<file path="config.mk">
export PLATFORM = sky130hd
export DESIGN_NAME = sorted_timer_event_queue_top
export DESIGN_NICKNAME = d
export VERILOG_FILES = /design/src/hdl/stq_pkg.sv /design/src/hdl/stq_ram.sv /design/src/hdl/stq_alu.sv /design/src/hdl/sorted_timer_event_queue_top.sv
export SDC_FILE = /design/constraint.sdc
export NUM_CORES = 2
export LEC_CHECK = 0
export BUFFER_PORTS_ARGS = -buffer_cell sky130_fd_sc_hd__buf_4
export CORE_MARGIN = 2
export CORE_UTILIZATION = 55
export DETAILED_ROUTE_END_ITERATION = 16
export PLACE_DENSITY_LB_ADDON = 0.2
export SYNTH_ARGS = -nofsm -noshare
export SYNTH_HDL_FRONTEND = slang
export SYNTH_SLANG_ARGS = --single-unit
</file>
<file path="constraint.sdc">
create_clock -name i_clk -period 8.85 [get_ports i_clk]
set_clock_uncertainty 0.2 [all_clocks]
set_input_delay 1.77 -clock i_clk [delete_from_list [all_inputs] [get_ports i_clk]]
set_output_delay 1.77 -clock i_clk [all_outputs]
set_load 0.05 [all_outputs]
</file>
<file path="src/hdl/stq_pkg.sv">
`timescale 1ns / 1ps
// ----------------------------------------------------------------------------
// stq_pkg
// Shared types, widths and codes of the sorted timer event queue.
// ----------------------------------------------------------------------------
package stq_pkg;

    localparam int TIME_W  = 64;
    localparam int DELAY_W = 16;
    localparam int TAG_W   = 16;
    localparam int TPS_W   = 32;
    localparam int KIND_W  = 2;
    localparam int PROD_W  = DELAY_W + TPS_W;

    localparam int QUEUE_DEPTH = 16;

    localparam logic [TPS_W-1:0] RESET_TPS = 32'hFFFF_FFFF;

    // operation codes
    localparam logic OP_ADD  = 1'b0;
    localparam logic OP_TICK = 1'b1;

    // result kinds
    localparam logic [KIND_W-1:0] KIND_ACCEPT  = 2'd0;
    localparam logic [KIND_W-1:0] KIND_FULL    = 2'd1;
    localparam logic [KIND_W-1:0] KIND_EXPIRED = 2'd2;
    localparam logic [KIND_W-1:0] KIND_DONE    = 2'd3;

    typedef struct packed {
        logic               operation;
        logic [TIME_W-1:0]  now;
        logic [DELAY_W-1:0] delay_seconds;
        logic [TAG_W-1:0]   event_tag;
    } t_cmd;

    typedef struct packed {
        logic [KIND_W-1:0]  kind;
        logic [TAG_W-1:0]   expired_tag;
        logic               set_deadline;
        logic [TIME_W-1:0]  deadline;
        logic               last;
    } t_res;

    typedef struct packed {
        logic [TIME_W-1:0] expiry;
        logic [TAG_W-1:0]  tag;
    } t_entry;

endpackage

</file>
<file path="src/hdl/stq_ram.sv">
`timescale 1ns / 1ps
// ----------------------------------------------------------------------------
// stq_ram
// Generic RAM: one write port, one read port, registered read data.
// ----------------------------------------------------------------------------
module stq_ram #(
    parameter int WIDTH = 8,
    parameter int DEPTH = 16,
    localparam int AW   = (DEPTH > 1) ? $clog2(DEPTH) : 1
) (
    input  logic             i_clk,
    input  logic             i_we,
    input  logic [AW-1:0]    i_waddr,
    input  logic [WIDTH-1:0] i_wdata,
    input  logic [AW-1:0]    i_raddr,
    output logic [WIDTH-1:0] o_rdata
);

    logic [WIDTH-1:0] r_mem [DEPTH];
    logic [WIDTH-1:0] r_rdata;

    always_ff @(posedge i_clk) begin
        if (i_we) begin
            r_mem[i_waddr] <= i_wdata;
        end
        r_rdata <= r_mem[i_raddr];
    end

    assign o_rdata = r_rdata;

endmodule

</file>
<file path="src/hdl/stq_alu.sv">
`timescale 1ns / 1ps
// ----------------------------------------------------------------------------
// stq_alu
// Shared time unit: builds the search key (expiry for an add, now for a
// tick) and compares a stored expiry against it.
// ----------------------------------------------------------------------------
module stq_alu (
    input  logic                        i_clk,
    input  logic                        i_load,
    input  stq_pkg::t_cmd               i_cmd,
    input  logic [stq_pkg::TPS_W-1:0]   i_tps,
    input  logic [stq_pkg::TIME_W-1:0]  i_entry_time,
    output logic [stq_pkg::TIME_W-1:0]  o_key,
    output logic                        o_le
);

    logic                         r_op;
    logic [stq_pkg::TIME_W-1:0]   r_now;
    logic [stq_pkg::DELAY_W-1:0]  r_delay;
    logic [stq_pkg::PROD_W-1:0]   r_prod;
    logic [stq_pkg::TIME_W-1:0]   r_key;

    // capture the command, then multiply, then add: the key is registered
    // after the product and holds until the next load
    always_ff @(posedge i_clk) begin
        if (i_load) begin
            r_op    <= i_cmd.operation;
            r_now   <= i_cmd.now;
            r_delay <= i_cmd.delay_seconds;
        end
        r_prod <= stq_pkg::PROD_W'(r_delay) * stq_pkg::PROD_W'(i_tps);
        if (r_op == stq_pkg::OP_TICK) begin
            r_key <= r_now;
        end else begin
            r_key <= r_now + stq_pkg::TIME_W'(r_prod);
        end
    end

    assign o_key = r_key;
    assign o_le  = (i_entry_time <= r_key);

endmodule

</file>
<file path="src/hdl/sorted_timer_event_queue_top.sv">
`timescale 1ns / 1ps
// ----------------------------------------------------------------------------
// sorted_timer_event_queue_top
// Bounded table of timer events kept sorted by 64-bit expiry time.
// ----------------------------------------------------------------------------
// Usage: drive a command word on i_cmd and raise start while busy is low.
// Each result word appears on o_res for exactly one cycle with o_res_valid
// high; the receiver cannot stall, so capture it on that cycle. The final
// word of each command carries last = 1, and busy is low again in the cycle
// that word is shown, so the next command may be issued right then.
// Sequence: an add to a full table is answered from the idle state with
// no search. Any other add walks down from the tail past each stored entry
// with a later expiry; every step is a RAM read followed by a compare and
// a RAM write, and an add that reaches the head is placed there with no
// compare. A tick pops expired entries from the head, one RAM read plus
// one compare per pop. States S_MUL and S_KEY at the start of every
// non-full command build the key in the multiply-add stage.
// ticks_per_second is written through the config channel, which is always
// ready; write it only while busy is low and no result is pending.
// ----------------------------------------------------------------------------
module sorted_timer_event_queue_top #(
    parameter int QUEUE_DEPTH = stq_pkg::QUEUE_DEPTH
) (
    input  logic                       i_clk,
    input  logic                       i_rst_n,
    // command channel
    input  logic                       start,
    output logic                       busy,
    input  stq_pkg::t_cmd              i_cmd,
    // result channel
    output logic                       o_res_valid,
    output stq_pkg::t_res              o_res,
    // config channel
    input  logic                       i_cfg_valid,
    output logic                       o_cfg_ready,
    input  logic [stq_pkg::TPS_W-1:0]  i_cfg_data
);

    localparam int AW = (QUEUE_DEPTH > 1) ? $clog2(QUEUE_DEPTH) : 1;
    localparam int CW = $clog2(QUEUE_DEPTH + 1);
    localparam int SW = CW + 1;
    localparam int EW = $bits(stq_pkg::t_entry);

    // sequencer states
    localparam logic [2:0] S_IDLE = 3'd0;
    localparam logic [2:0] S_MUL  = 3'd1;  // product forms
    localparam logic [2:0] S_KEY  = 3'd2;  // key forms
    localparam logic [2:0] S_ARD  = 3'd3;  // add: read entry before the hole
    localparam logic [2:0] S_ACMP = 3'd4;  // add: compare, shift or place
    localparam logic [2:0] S_TRD  = 3'd5;  // tick: read head
    localparam logic [2:0] S_TCMP = 3'd6;  // tick: compare, pop or finish

    // map a logical position to a RAM address in the circular table
    function automatic logic [AW-1:0] f_phys(input logic [AW-1:0] base,
                                             input logic [CW-1:0] ofs);
        logic [SW-1:0] sum;
        sum = SW'(base) + SW'(ofs);
        if (sum >= SW'(QUEUE_DEPTH)) begin
            sum = sum - SW'(QUEUE_DEPTH);
        end
        return sum[AW-1:0];
    endfunction

    logic [2:0]                 r_state, n_state;
    logic [CW-1:0]              r_count, n_count;
    logic [AW-1:0]              r_head,  n_head;
    logic [CW-1:0]              r_idx,   n_idx;     // hole position on add
    logic                       r_op;
    logic [stq_pkg::TAG_W-1:0]  r_tag;
    logic [stq_pkg::TPS_W-1:0]  r_tps;
    logic                       r_res_valid, n_res_valid;
    stq_pkg::t_res              r_res, n_res;

    logic                       accept;
    logic                       full;
    logic                       ram_we;
    logic [AW-1:0]              ram_waddr;
    logic [AW-1:0]              ram_raddr;
    stq_pkg::t_entry            ram_wdata;
    stq_pkg::t_entry            ram_rdata;
    logic [EW-1:0]              ram_rdata_bits;
    logic [stq_pkg::TIME_W-1:0] key;
    logic                       entry_le;
    logic [SW-1:0]              head_inc;

    assign accept    = start && !busy;
    assign full      = (r_count == CW'(QUEUE_DEPTH));
    assign ram_rdata = stq_pkg::t_entry'(ram_rdata_bits);
    assign head_inc  = SW'(r_head) + SW'(1);

    stq_ram #(
        .WIDTH (EW),
        .DEPTH (QUEUE_DEPTH)
    ) u_ram (
        .i_clk   (i_clk),
        .i_we    (ram_we),
        .i_waddr (ram_waddr),
        .i_wdata (ram_wdata),
        .i_raddr (ram_raddr),
        .o_rdata (ram_rdata_bits)
    );

    stq_alu u_alu (
        .i_clk        (i_clk),
        .i_load       (accept),
        .i_cmd        (i_cmd),
        .i_tps        (r_tps),
        .i_entry_time (ram_rdata.expiry),
        .o_key        (key),
        .o_le         (entry_le)
    );

    always_comb begin
        n_state     = r_state;
        n_count     = r_count;
        n_head      = r_head;
        n_idx       = r_idx;
        n_res_valid = 1'b0;
        n_res       = r_res;
        ram_we      = 1'b0;
        ram_waddr   = f_phys(r_head, r_idx);
        ram_wdata   = '{expiry: key, tag: r_tag};
        ram_raddr   = f_phys(r_head, r_idx - CW'(1));

        unique case (r_state)
            S_IDLE: begin
                if (accept) begin
                    if (i_cmd.operation == stq_pkg::OP_ADD && full) begin
                        // reject at once, table untouched
                        n_res_valid = 1'b1;
                        n_res = '{kind: stq_pkg::KIND_FULL, expired_tag: '0,
                                  set_deadline: 1'b0, deadline: '0, last: 1'b1};
                    end else begin
                        n_state = S_MUL;
                    end
                end
            end
            S_MUL: begin
                n_state = S_KEY;
            end
            S_KEY: begin
                n_idx   = r_count;
                n_state = (r_op == stq_pkg::OP_TICK) ? S_TRD : S_ARD;
            end
            S_ARD: begin
                if (r_idx == '0) begin
                    // hole reached the head: place here, new head deadline
                    ram_we      = 1'b1;
                    n_count     = r_count + CW'(1);
                    n_res_valid = 1'b1;
                    n_res = '{kind: stq_pkg::KIND_ACCEPT, expired_tag: '0,
                              set_deadline: 1'b1, deadline: key, last: 1'b1};
                    n_state     = S_IDLE;
                end else begin
                    n_state = S_ACMP;
                end
            end
            S_ACMP: begin
                ram_we = 1'b1;
                if (!entry_le) begin
                    // later expiry: move it up one slot, advance hole down
                    ram_wdata = ram_rdata;
                    n_idx     = r_idx - CW'(1);
                    n_state   = S_ARD;
                end else begin
                    // equal or earlier: new event goes after it
                    n_count     = r_count + CW'(1);
                    n_res_valid = 1'b1;
                    n_res = '{kind: stq_pkg::KIND_ACCEPT, expired_tag: '0,
                              set_deadline: 1'b0, deadline: '0, last: 1'b1};
                    n_state     = S_IDLE;
                end
            end
            S_TRD: begin
                ram_raddr = r_head;
                if (r_count == '0) begin
                    n_res_valid = 1'b1;
                    n_res = '{kind: stq_pkg::KIND_DONE, expired_tag: '0,
                              set_deadline: 1'b0, deadline: '0, last: 1'b1};
                    n_state     = S_IDLE;
                end else begin
                    n_state = S_TCMP;
                end
            end
            S_TCMP: begin
                ram_raddr   = r_head;
                n_res_valid = 1'b1;
                if (entry_le) begin
                    // pop the head and report it
                    n_res = '{kind: stq_pkg::KIND_EXPIRED, expired_tag: ram_rdata.tag,
                              set_deadline: 1'b0, deadline: '0, last: 1'b0};
                    n_count = r_count - CW'(1);
                    n_head  = (head_inc == SW'(QUEUE_DEPTH)) ? '0 : head_inc[AW-1:0];
                    n_state = S_TRD;
                end else begin
                    n_res = '{kind: stq_pkg::KIND_DONE, expired_tag: '0,
                              set_deadline: 1'b1, deadline: ram_rdata.expiry,
                              last: 1'b1};
                    n_state = S_IDLE;
                end
            end
            default: begin
                n_state = S_IDLE;
            end
        endcase
    end

    always_ff @(posedge i_clk) begin
        if (!i_rst_n) begin
            r_state     <= S_IDLE;
            r_count     <= '0;
            r_head      <= '0;
            r_res_valid <= 1'b0;
            r_tps       <= stq_pkg::RESET_TPS;
        end else begin
            r_state     <= n_state;
            r_count     <= n_count;
            r_head      <= n_head;
            r_res_valid <= n_res_valid;
            if (i_cfg_valid) begin
                r_tps <= i_cfg_data;
            end
        end
    end

    // payload registers
    always_ff @(posedge i_clk) begin
        r_idx <= n_idx;
        r_res <= n_res;
        if (accept) begin
            r_op  <= i_cmd.operation;
            r_tag <= i_cmd.event_tag;
        end
    end

    assign busy        = (r_state != S_IDLE);
    assign o_res_valid = r_res_valid;
    assign o_res       = r_res;
    assign o_cfg_ready = 1'b1;

endmodule
</file>
[Yosys cells after proc, flatten, opt, wreduce, memory -nomap -nowiden]
Memory sizes are Yosys's and may differ from the RTL's. A register that Yosys moved wholly into a read port is not among the register bits.
Index checks and enable logic that the tools add are counted.
Word-level totals
  flip-flop bits (word level): 343
  memory bits (writable): 1280
  input bits: 133
  output and inout bits: 87
  logic and storage cells: 101
  memories: 1
Operators by class
  add/subtract/negate cells: 9
  multipliers: 1
  $lt $le $gt $ge: 3
  eq/ne operators: 16
  mux-type cells: 37
  bitwise operators: 1
  reduce and logical (&&, ||, !) cells: 16
Memories
  u_ram.r_mem: depth 16, width 80, rd ports 1, clocked after memory_dff 1, wr ports 1, RTL line stq_ram.sv:19  | logic [WIDTH-1:0] r_mem [DEPTH];
Operators with widths (number)
  84-bit 2-to-1 mux: 5
  84-bit one-hot mux with 5 select lines: 1
  80-bit 2-to-1 mux: 2
  83-bit 2-to-1 mux: 1
  64-bit by 48-bit adder with 64-bit output: 1
  64-bit <= comparator: 1
  64-bit 2-to-1 mux: 1
  16-bit by 32-bit multiplier with 48-bit output: 1
  3-bit one-hot mux with 7 select lines: 1
  5-bit 2-to-1 mux: 4
  3-bit 2-to-1 mux: 6
  4-bit 2-to-1 mux: 4
  2-bit != test, second input constant: 8
  5-bit one-hot mux with 3 select lines: 1
  4-bit by 5-bit adder with 6-bit output: 2
  6-bit by 5-bit greater-or-equal comparator with 1-bit output, second input constant: 2
  5-bit equality test, second input constant: 2
  5-bit zero test: 2
  5-bit one-hot mux with 2 select lines: 1
  5-bit by 1-bit subtractor with 5-bit output, second input constant: 2
  3-bit equality test, second input constant: 3
  4-bit by 1-bit subtractor with 4-bit output, second input constant: 2
  1-bit 2-to-1 mux: 7
  3-bit by 2-bit equality test with 1-bit output, second input constant: 2
  17 further kinds: 21

[Longest topological paths before layout]
  depth in word-level cells: 5
  mapped depth: 25

[Hierarchy]
From an unflattened synthesis, not the netlist that was laid out.
Second synthesis, totals
  cells, all modules: 5470
  area, all modules: 82798.2 um2
Modules (own cells, without submodules)
  stq_ram: instances 1, cells an instance 2054, area each 49422.4 um2, seq. area each 40038.4 um2
  stq_alu: instances 1, cells an instance 2856, area each 26072.5 um2, seq. area each 4674.5 um2
  sorted_timer_event_queue_top: instances 1, cells an instance 560, area each 7303.3 um2, seq. area each 4083.9 um2

[Worst setup path before layout]
No wires, ideal clock.
  path type: input to register
  start point: in i_cmd[96] in the netlist's numbering
  end point: reg r_res (netlist bit o_res[0]) (enable)
  setup time: 0.554 ns
  data arrival time: 6.246 ns
  required time: 8.096 ns
  setup slack: 1.850 ns
  stages: 4
  cells stage by stage: nand3b_1 -> o21ai_0 -> a21oi_1 -> a21oi_1
Between the ends
  longest elaborated chain between the ends: 4
Ends and longest elaborated chain
  start, declared: RTL line sorted_timer_event_queue_top.sv:29  | input stq_pkg::t_cmd i_cmd,
  1-bit NOT: RTL line sorted_timer_event_queue_top.sv:128  | if (i_cmd.operation == stq_pkg::OP_ADD && full) begin
  1-bit logical AND: RTL line sorted_timer_event_queue_top.sv:128
  2-bit != test (no source line)
  6-bit AND reduction (no source line)
  end signal, assigned: RTL line sorted_timer_event_queue_top.sv:229  | r_res <= n_res;
  end, declared: RTL line sorted_timer_event_queue_top.sv:72  | stq_pkg::t_res r_res, n_res;
No other way between the ends.
A chain may end at the register's enable or synchronous reset.

[Worst setup path in the final report]
  start point: reg u_alu.r_delay[3] in the netlist's numbering
  end point: reg u_alu.r_prod[46] in the netlist's numbering
Between the ends
  longest elaborated chain between the ends: 1
Ends and longest elaborated chain
  start, declared: RTL line stq_alu.sv:19  | logic [stq_pkg::DELAY_W-1:0] r_delay;
  start signal, assigned: RTL line stq_alu.sv:29  | r_delay <= i_cmd.delay_seconds;
  16-bit by 32-bit multiplier with 48-bit output: RTL line stq_alu.sv:31  | r_prod <= stq_pkg::PROD_W'(r_delay) * stq_pkg::PROD_W'(i_tps);
  end signal, assigned: RTL line stq_alu.sv:31
  end, declared: RTL line stq_alu.sv:20  | logic [stq_pkg::PROD_W-1:0] r_prod;
No other way between the ends.

==> results.json <==
{
  "status": "complete, no violations",
  "nets": 6570,
  "rows": 143,
  "synth_area_per_cell_um2": 15.0,
  "gr-usage-met1_pct": 40.7,
  "path_class": "flip-flop to flip-flop",
  "core_area_um2": 152000,
  "viasPerCell": 5.99,
  "synth_top_flop_cell": "edfxtp_1",
  "finish.utilization_pct": 61.6,
  "fp.dieW_um": 394,
  "vias": 47700,
  "layout_commonest_cell": "edfxtp_1",
  "maxSlewHeadroom_pct": 3.39,
  "synth-async-reset-ratio_pct": 0,
  "die_y_um": 394,
  "antenna_found_initial": 5,
  "slew_violations": 0,
  "rsz0062_at_grt": "false",
  "wl_per_cell_um": 26.5,
  "cts_resized": 0,
  "max_freq_ghz": 0.133,
  "tightest_slew_ns": 1.45,
  "clk_pin_slew_worst_paths_ns": 0.06,
  "period_share_pct": 85.0,
  "cts_setup_buffers": 0,
  "rr_startpoint": "u_alu.r_delay[3]",
  "cp-end-kind": "flip-flop",
  "cts_sinks": 1703,
  "cp_max_fo": 32,
  "synth.net_count": 6375,
  "synth.distinct_cells": 82,
  "drv_cap": 0,
  "grtUsageTotal_pct": 27.3,
  "r2r-end": "u_alu.r_prod[46]",
  "cts_buffers": 169,
  "area_delta_synth_final_pct": 11.5,
  "ys_seq_area_share_pct": 58.2,
  "dr.pass1.iters": 8,
  "rrSetupSlack_ns": 1.33,
  "post-route-drc-count": 0,
  "tns_ns": 0,
  "arrival_ns": 8.04,
  "critPathLaunchType": "flip-flop",
  "grt_max_degree": 161,
  "portBuffers": 218,
  "root_buffer": "clkbuf_16",
  "setup_violations": 0,
  "clock_latency_ns": 0.80,
  "drt-initial-drc-count": 4790,
  "grt_pass1_vias": 48500,
  "ff2ff_path_depth": 20,
  "min_to": "r_tps[27]",
  "syn_area_um2": 83700,
  "cts_tree": "yes",
  "postCtsHoldBufs": 0,
  "yosys_register_bits": 1703,
  "layout-drive-gt1-share_pct": 17.1,
  "ant_nets": 0,
  "cts.htree.levels": 4,
  "period_needed_ns": 7.52,
  "min_path_cells": 2,
  "min_path_type": "flip-flop to flip-flop",
  "ioPinCount": 220,
  "gp_routability_congestion": 0.882,
  "initial_core_util_pct": 55.3,
  "hpwl_um": 131000,
  "ys_warn_count": 0,
  "final_cell_mix": "1466 x edfxtp_1, 524 x inv_1, 462 x nand2_1",
  "grt_use_met3_pct": 4.78,
  "grt.busiest_layer": "met2",
  "min_from": "r_tps[27]",
  "synth_edf_count": 1466,
  "postSynthCellCount": 5576,
  "worst-endpoint-required_ns": 9.36,
  "wirelength_um": 211000,
  "hold_viol_final": 0,
  "gr-total-overflow": 0,
  "die-area_um2": 155000,
  "use_met2_pct": 41.8,
  "grt_pass1_wl_um": 314000,
  "clk_path_buf_depth": 3
}
## state kept, by name, indices dropped and copies added (netlist names), 4 cells and up
name	cells
u_ram.r_mem	1280
o_res	84
u_ram.o_rdata	80
u_alu.o_key	64
u_alu.r_now	64
u_alu.r_prod	48
r_tps	32
r_tag	16
u_alu.r_delay	16
r_count	5
r_idx	5
r_head	4
## synthesized netlist by cell type (9+ instances only)
master	instances	share of area [%]
and2_1	251	1.9
nand4_1	42	0.31
and3_1	23	0.17
mux2i_1	121	1.4
mux4_2	320	8.6
o21ai_1	12	0.072
nand2b_1	15	0.11
ha_1	244	3.6
mux2_1	9	0.12
edfxtp_1	1466	53
clkbuf_1	176	0.79
a22o_1	64	0.67
inv_1	524	2.3
nand2_1	463	2.1
o21ai_0	94	0.56
nor2_1	94	0.42
nand3_1	43	0.26
dfxtp_1	237	5.7
a211oi_1	92	0.82
o21a_1	10	0.090
nor2b_1	96	0.72
a311oi_1	9	0.094
buf_4	27	0.24
fa_1	422	10
o21bai_1	16	0.14
mux2_2	77	1.0
a21o_1	77	0.69
xnor2_1	73	0.76
a31oi_1	14	0.10
xor2_1	32	0.33
a21oi_1	203	1.2
buf_2	70	0.42
nor3_1	14	0.084
o211ai_1	13	0.12
## stage by stage
step	cells	setup slack, ns	cell area [um^2]	hold WS [ns]
finish	7953	1.33	93400	0.291
floorplan	5576	1.85	83700	0.232
CTS	7948	1.46	93400	0.292
detailed placement	7630	1.49	87600	0.279
global route	7948	1.06	93400	0.323
global placement	7630	1.61	87600	0.267
## how the worst max path moves through the flow
stage	from	endpoint	slack [ns]
floorplan	i_cmd[96]	o_res[0]	1.85
global placement	u_alu.r_delay[3]	u_alu.r_prod[46]	1.61
detailed placement	u_alu.r_delay[3]	u_alu.r_prod[46]	1.49
CTS	u_alu.r_delay[3]	u_alu.r_prod[46]	1.46
global route	u_alu.r_delay[3]	u_alu.r_prod[46]	1.06
finish	u_alu.r_delay[3]	u_alu.r_prod[46]	1.33
## layout make-up
cell class	instances	area, um^2
Timing Repair Buffer	305	2410
Antenna cell	5	12.5
Clock buffer	236	4720
Multi-Input combinational cell	3067	31900
Fill cell	11200	58100
Inverter	525	1970
Clock inverter	82	1040
Sequential cell	1703	48800
Tap cell	2030	2540
## cell families (layout without fill, tap and decap cells)
family | after synthesis | in the layout | synth area share [%]
flops | 1703 | 1703 | 58.2
simple gates | 1092 | 1092 | 6.49
mux | 529 | 529 | 11.3
compound gates | 673 | 673 | 5.32
other cells | 1 | 6 | 0.00448
buf+inv | 806 | 1148 | 3.85
xor+xnor | 106 | 106 | 1.12
fa+ha+maj | 666 | 666 | 13.7
## worst max-delay path: stages (launching register included)
cell      delay, ns
edfxtp_1       1.32
nand2_1        0.18
fa_1           0.52
fa_1           0.51
fa_1           0.53
inv_1          0.06
fa_1           0.49
fa_1           0.49
inv_1          0.05
fa_1           0.52
inv_1          0.05
ha_1           0.40
a21o_1         0.24
a21o_1         0.18
a21oi_1        0.24
o221ai_1       0.19
or3_1          0.36
o21ai_1        0.25
o21ai_1        0.17
a221oi_1       0.33
xnor2_1        0.15
## per-layer routing
metal / vias to the layer above / wire (um)
li1: 20700 / -
met1: 24800 / 91900
met2: 1875 / 97000
met3: 272 / 16200
met4: 0 / 5390
met5: - / 0
Power is left out: the tool's default activity adds up to more than one toggle a clock period on the data nets, which glitch-free logic cannot reach.
